$ cat src/sv/isrp_pkg.sv
// Package for the interval-split random permuter.
// Shared constants and the divider control struct; no dependencies.
package isrp_pkg;
   localparam int INDEX_BITS_DEF    = 12;
   localparam int MAX_INTERVALS_DEF = 2048;
   localparam int RAND_BITS         = 31;
   localparam int CSR_INDEX_BITS    = 1;

   localparam logic [CSR_INDEX_BITS-1:0] CSR_MIN_INDEX = 1'b0;
   localparam logic [CSR_INDEX_BITS-1:0] CSR_MAX_INDEX = 1'b1;

   localparam logic MODE_DRAW    = 1'b0;
   localparam logic MODE_RESTART = 1'b1;

   typedef struct packed {
      logic start;
      logic busy;
      logic done;
   } div_ctl_type;
endpackage

$ cat src/sv/isrp_div.sv
// Restoring bit-serial remainder unit: 31-bit dividend mod DW-bit divisor.
// Depends on isrp_pkg.
module isrp_div #(
   parameter int DW = 13
) (
   input  logic                           clock,
   input  logic                           reset,
   input  logic                           start,
   input  logic [isrp_pkg::RAND_BITS-1:0] dividend,
   input  logic [DW-1:0]                  divisor,
   output isrp_pkg::div_ctl_type          ctl,
   output logic [DW-1:0]                  remainder
);
   localparam int NB = isrp_pkg::RAND_BITS;
   localparam int CW = $clog2(NB + 1);

   logic [NB-1:0] quo_ff;
   logic [DW:0]   rem_ff;
   logic [DW-1:0] dvs_ff;
   logic [CW-1:0] cnt_ff;
   logic          busy_ff, done_ff;
   logic [DW:0]   shifted, diff;

   assign shifted = {rem_ff[DW-1:0], quo_ff[NB-1]};
   assign diff    = shifted - {1'b0, dvs_ff};

   always_ff @(posedge clock) begin
      if (reset) begin
         busy_ff <= 1'b0;
         done_ff <= 1'b0;
         cnt_ff  <= '0;
      end else begin
         done_ff <= 1'b0;
         if (start) begin
            busy_ff <= 1'b1;
            cnt_ff  <= CW'(NB);
            quo_ff  <= dividend;
            rem_ff  <= '0;
            dvs_ff  <= divisor;
         end else if (busy_ff) begin
            quo_ff <= {quo_ff[NB-2:0], 1'b0};
            rem_ff <= diff[DW] ? shifted : diff;
            cnt_ff <= cnt_ff - 1'b1;
            if (cnt_ff == CW'(1)) begin
               busy_ff <= 1'b0;
               done_ff <= 1'b1;
            end
         end
      end
   end

   assign ctl.start = start;
   assign ctl.busy  = busy_ff;
   assign ctl.done  = done_ff;
   assign remainder = rem_ff[DW-1:0];
endmodule
$ cat config.mk
export PLATFORM = sky130hd
export DESIGN_NAME = isrp_div
export DESIGN_NICKNAME = d
export VERILOG_FILES = /design/src/sv/isrp_pkg.sv /design/src/sv/isrp_div.sv
export SDC_FILE = /design/constraint.sdc
export NUM_CORES = 1
export LEC_CHECK = 0
export BUFFER_PORTS_ARGS = -buffer_cell sky130_fd_sc_hd__buf_2
export CAP_MARGIN = 25
export CELL_PAD_IN_SITES_DETAIL_PLACEMENT = 0
export CELL_PAD_IN_SITES_GLOBAL_PLACEMENT = 1
export CORE_UTILIZATION = 40
export DETAILED_ROUTE_END_ITERATION = 8
export PLACE_DENSITY_LB_ADDON = 0.25
export SETUP_SLACK_MARGIN = 0.3
export SYNTH_ARGS = -nofsm -noshare
export SYNTH_HDL_FRONTEND = slang
export SYNTH_SLANG_ARGS = --single-unit
export TNS_END_PERCENT = 30
$ cat constraint.sdc
create_clock -name clock -period 9.3 [get_ports clock]
set_input_delay 1.86 -clock clock [delete_from_list [all_inputs] [get_ports clock]]
set_output_delay 1.86 -clock clock [all_outputs]
set_load 0.03 [all_outputs]
==> Word-level counts from Yosys, hierarchy flattened <==
Cells that the tools add are included.
{ "op_classes": {"n_addsub": 2, "eq_ne": 1, "mux": 10, "bitwise_logic": 2, "n_reduce_logical": 4} }
{ "op_table": {"columns": ["op", "n"], "rows": [
  ["$mux 31", 2],
  ["$mux 13", 2],
  ["$sub 14x13->14", 1],
  ["$mux 5", 2],
  ["$eq 5x1->1 const B", 1],
  ["$sub 5x1->5 const B", 1],
  ["$mux 1", 4],
  ["$reduce_and 2->1", 2],
  ["$reduce_or 3->1", 1],
  ["$not 1->1", 2],
  ["$reduce_bool 2->1", 1]
]} }
{ "word_totals": {"ff_bits": 64, "input_bits": 47, "output_inout_bits": 16, "wordCells": 25} }

==> Longest topological paths before layout <==
{ "logic_depth": {"ltp_word": 4, "depth_mapped": 10, "depth_no_buf": 10} }

==> Least setup slack after synthesis <==
No wires, ideal clock.
{ "synth_path": {"kind": "input port to flip-flop", "startpoint": "input port start", "endpoint": "register quo_ff[0], enable pin", "setup_ps": 446, "arrival_time_ps": 4468, "path_slack_ps": 4387, "stages": 4, "path_buffers": 2, "path_cell_list": "clkbuf_1 > clkbuf_1 > nor2_1 > nor2_1"} }
{ "synth_between": {"elab_chain_cells": 2} }
{ "synth_rtl": {"columns": ["element", "line", "source"], "rows": [
  ["start, declared", "isrp_div.sv:8", "input logic start,"],
  ["$reduce_bool 2->1 (no line)", null, null],
  ["$reduce_and 2->1 (no line)", null, null],
  ["end signal, assigned", "isrp_div.sv:37", "quo_ff <= dividend;"],
  ["end signal, assigned", "isrp_div.sv:41", "quo_ff <= {quo_ff[NB-2:0], 1'b0};"],
  ["end, declared", "isrp_div.sv:17", "logic [NB-1:0] quo_ff;"]
]} }
No other way between the ends.
A chain may end at the register's enable or synchronous reset.

==> Worst setup path in the final report <==
{ "layout_path": {"startpoint": "input port start", "endpoint": "output port ctl[2] (netlist name)"} }
{ "layout_rtl": {"columns": ["element", "line", "source"], "rows": [
  ["end, declared", "isrp_div.sv:11", "output isrp_pkg::div_ctl_type ctl,"]
]} }
No word-level cell between the ends.

==> flow_summary.ini <==
[grt]
grtUsageTotal_pct = 17.0
grt_pass1_vias = 2260
grt_pass1_wl_um = 11100
antenna_found_initial = 0
grt_remaining_overflow = 0
grt_start_max_net_pins = 48

[detailed_routing]
dr.pass1.iters = 4
ant_nets = 0
drc = 0
wl_per_cell_um = 15.4
drt-initial-drc-count = 84
drt_wl_total_um = 6750
vias = 2308
vias_per_cell = 5.26

[die]
die_h_um = 94.0
initial_core_util_pct = 41.2
die_w_um = 94.0
coreArea_mm2 = 0.00822
num_io_pins = 63
die-area_mm2 = 0.00884
rows = 33

[sta]
period_share_pct = 51.4
fmax_ghz = 0.209
hold_viol_final = 0
whs_ns = 0.549
timing.setup.tns_ns = 0
setup_viol = 0
grt_setup_unrepaired = no
min_period_ns = 4.78
maxSlewHeadroom_pct = 35.9
fin_skew_ns = 0.00601
worstMarginPinSlew_ns = 0.961
worst_slack_ns = 4.52
maxSlewViolCount = 0

[final_layout]
nets = 392
fillCellCount = 756
fin_util_pct = 48.7
finalNonFillerCells = 439
drive_above_1_share_pct = 36.5
area_delta_synth_final_pct = 18.1
n_antenna_cell = 0

[place]
gp_congestion = 0.788
place_ws_ns = 4.48
dp_cells = 423
dpl.hpwl_um = 4790
portBuffers = 62

[worst_setup_path]
critPathCaptureType = primary output
cp.required_ns = 7.44
path_class = primary input to primary output
r2r_slack_ns = 6.36
crit_chain = buf_2 > buf_2
worst_path_most_repeated_cell = buf_2
crit_fanout = 47
start_kind = primary input
critical-path-top-delay-family = buffers and inverters
cp.arrival_ns = 2.92
path_buf_inv = 2
cpPeakStageDelay_ns = 0.71
crit_path_top_delay_cell = buf_2

[clock_tree]
cts_tree = done
cts_max_level = 3
post_cts_resized = 0
clock_sinks = 64
numCtsBuffers = 9
post_cts_buffers = 0
cts_buffer_depth = 2
cts_hold_buf = 0
cts-root-buf = clkbuf_8
clock_latency_ns = 0.34
path_clk_slew_ns = 0.07

[logic_synthesis]
avgSynthCellArea_um2 = 12.7
seq_area_frac_synth_pct = 54.7
yosysWarnings = 0
yosysUniqueCellTypes = 51
synth_top_flop_cell = edfxtp_1
netlist_top_cells_count = edfxtp_1, mux2_2, a21oi_1, inv_1, ha_1
yosysTopAreaCellShare_pct = 50.5
post-synth-top-count-cell = edfxtp_1
async_flop_share_pct = 0
synth-seq-cells = 64
syn_inst = 267
synth_fp_nets = 330
synth_edf_count = 57
synth_area_mm2 = 0.00339
synth_area_leaders = edfxtp_1, mux2_2, ha_1
netlist.top_cell.by_area = edfxtp_1

[worst_hold_path]
hold_path.class = flop to flop

[flow_run]
maxCapViolations = 0

[power]
p_leak_uw = 0.00161
power_per_cell_area_mw_per_mm2 = 208
vdd_drop_max_uv = 121

[outcome]
status = finished clean
==> flip-flops by register name, summed over array words and instances, names as in the netlist <==
register and count:
quo_ff 31, busy_ff 1, cnt_ff 5, dvs_ff 13, done_ff 1, rem_ff 13
==> final cells by class <==
class / instances / area [µm²] / share of cell area, %
Timing Repair Buffer: 64 / 325 / 8.13
Tap cell: 105 / 131 / 3.28
Sequential cell: 64 / 1850 / 46.3
Clock buffer: 9 / 124 / 3.09
Clock inverter: 7 / 95.1 / 2.38
Multi-Input combinational cell: 172 / 1410 / 35.2
Inverter: 18 / 67.6 / 1.69
==> cell usage in the layout, fill, tap and decap left out, types with 3 or more instances in the layout <==
cell type	count
dfxtp_1	7
o21bai_1	3
nand3_1	4
o21a_1	4
o211ai_1	3
inv_1	18
xnor2_1	9
o21ai_1	3
o31ai_1	3
nand2_1	7
buf_2	62
ha_1	15
clkbuf_8	9
a21o_1	6
o21ai_0	7
and2_1	3
a211oi_1	6
nor2_1	9
nor3_1	5
a21oi_1	19
mux2_2	30
edfxtp_1	57
nand4_1	5
==> worst paths after layout <==
kind,start,end,cells past startpoint
hold / removal,quo_ff[1]$_DFFE_PP_,quo_ff[2]$_DFFE_PP_,1
setup / recovery,start,ctl[2],2
setup reg to reg,rem_ff[0]$_SDFFCE_PP0P_,rem_ff[10]$_SDFFCE_PP0P_,7
hold reg to reg,quo_ff[1]$_DFFE_PP_,quo_ff[2]$_DFFE_PP_,1
==> cells by family after synthesis <==
logic type | count (synthesis) | synth area share [%]
muxes | 33 | 11.0
and+or+nand+nor | 47 | 7.46
DFF | 64 | 54.7
xor gates and xnor gates | 10 | 2.59
buffers and inverters | 31 | 4.02
adders and majority gates | 16 | 6.13
AOI/OAI and AO/OA | 66 | 14.1
==> layer usage <==
metal  wire [µm]  share of wire (%)  track usage [%]  vias to the layer above
met1        3150                 47             22.1                     1097
met2        2980                 44             25.5                       68
met3         515                7.6             5.18                        8
met5           0                  0                0                        -
met4         106                1.6             8.59                        0
li1            -                  -                -                     1135
==> report_power, final <==
| group | internal (µW) | switching (µW) |
|---|---|---|
| sequential | 345 | 13.4 |
| clock | 151 | 113 |
| combinational | 84.6 | 123 |
==> stage by stage <==
step | power [µW] | instance area [µm²]
2_1_floorplan | 521 | 3390
3_3_place_gp | 571 | 3780
3_5_place_dp | 574 | 3780
4_1_cts | 838 | 4000
5_1_grt | 872 | 4000
6_report | 831 | 4000
(Power assumes the default switching activity.)
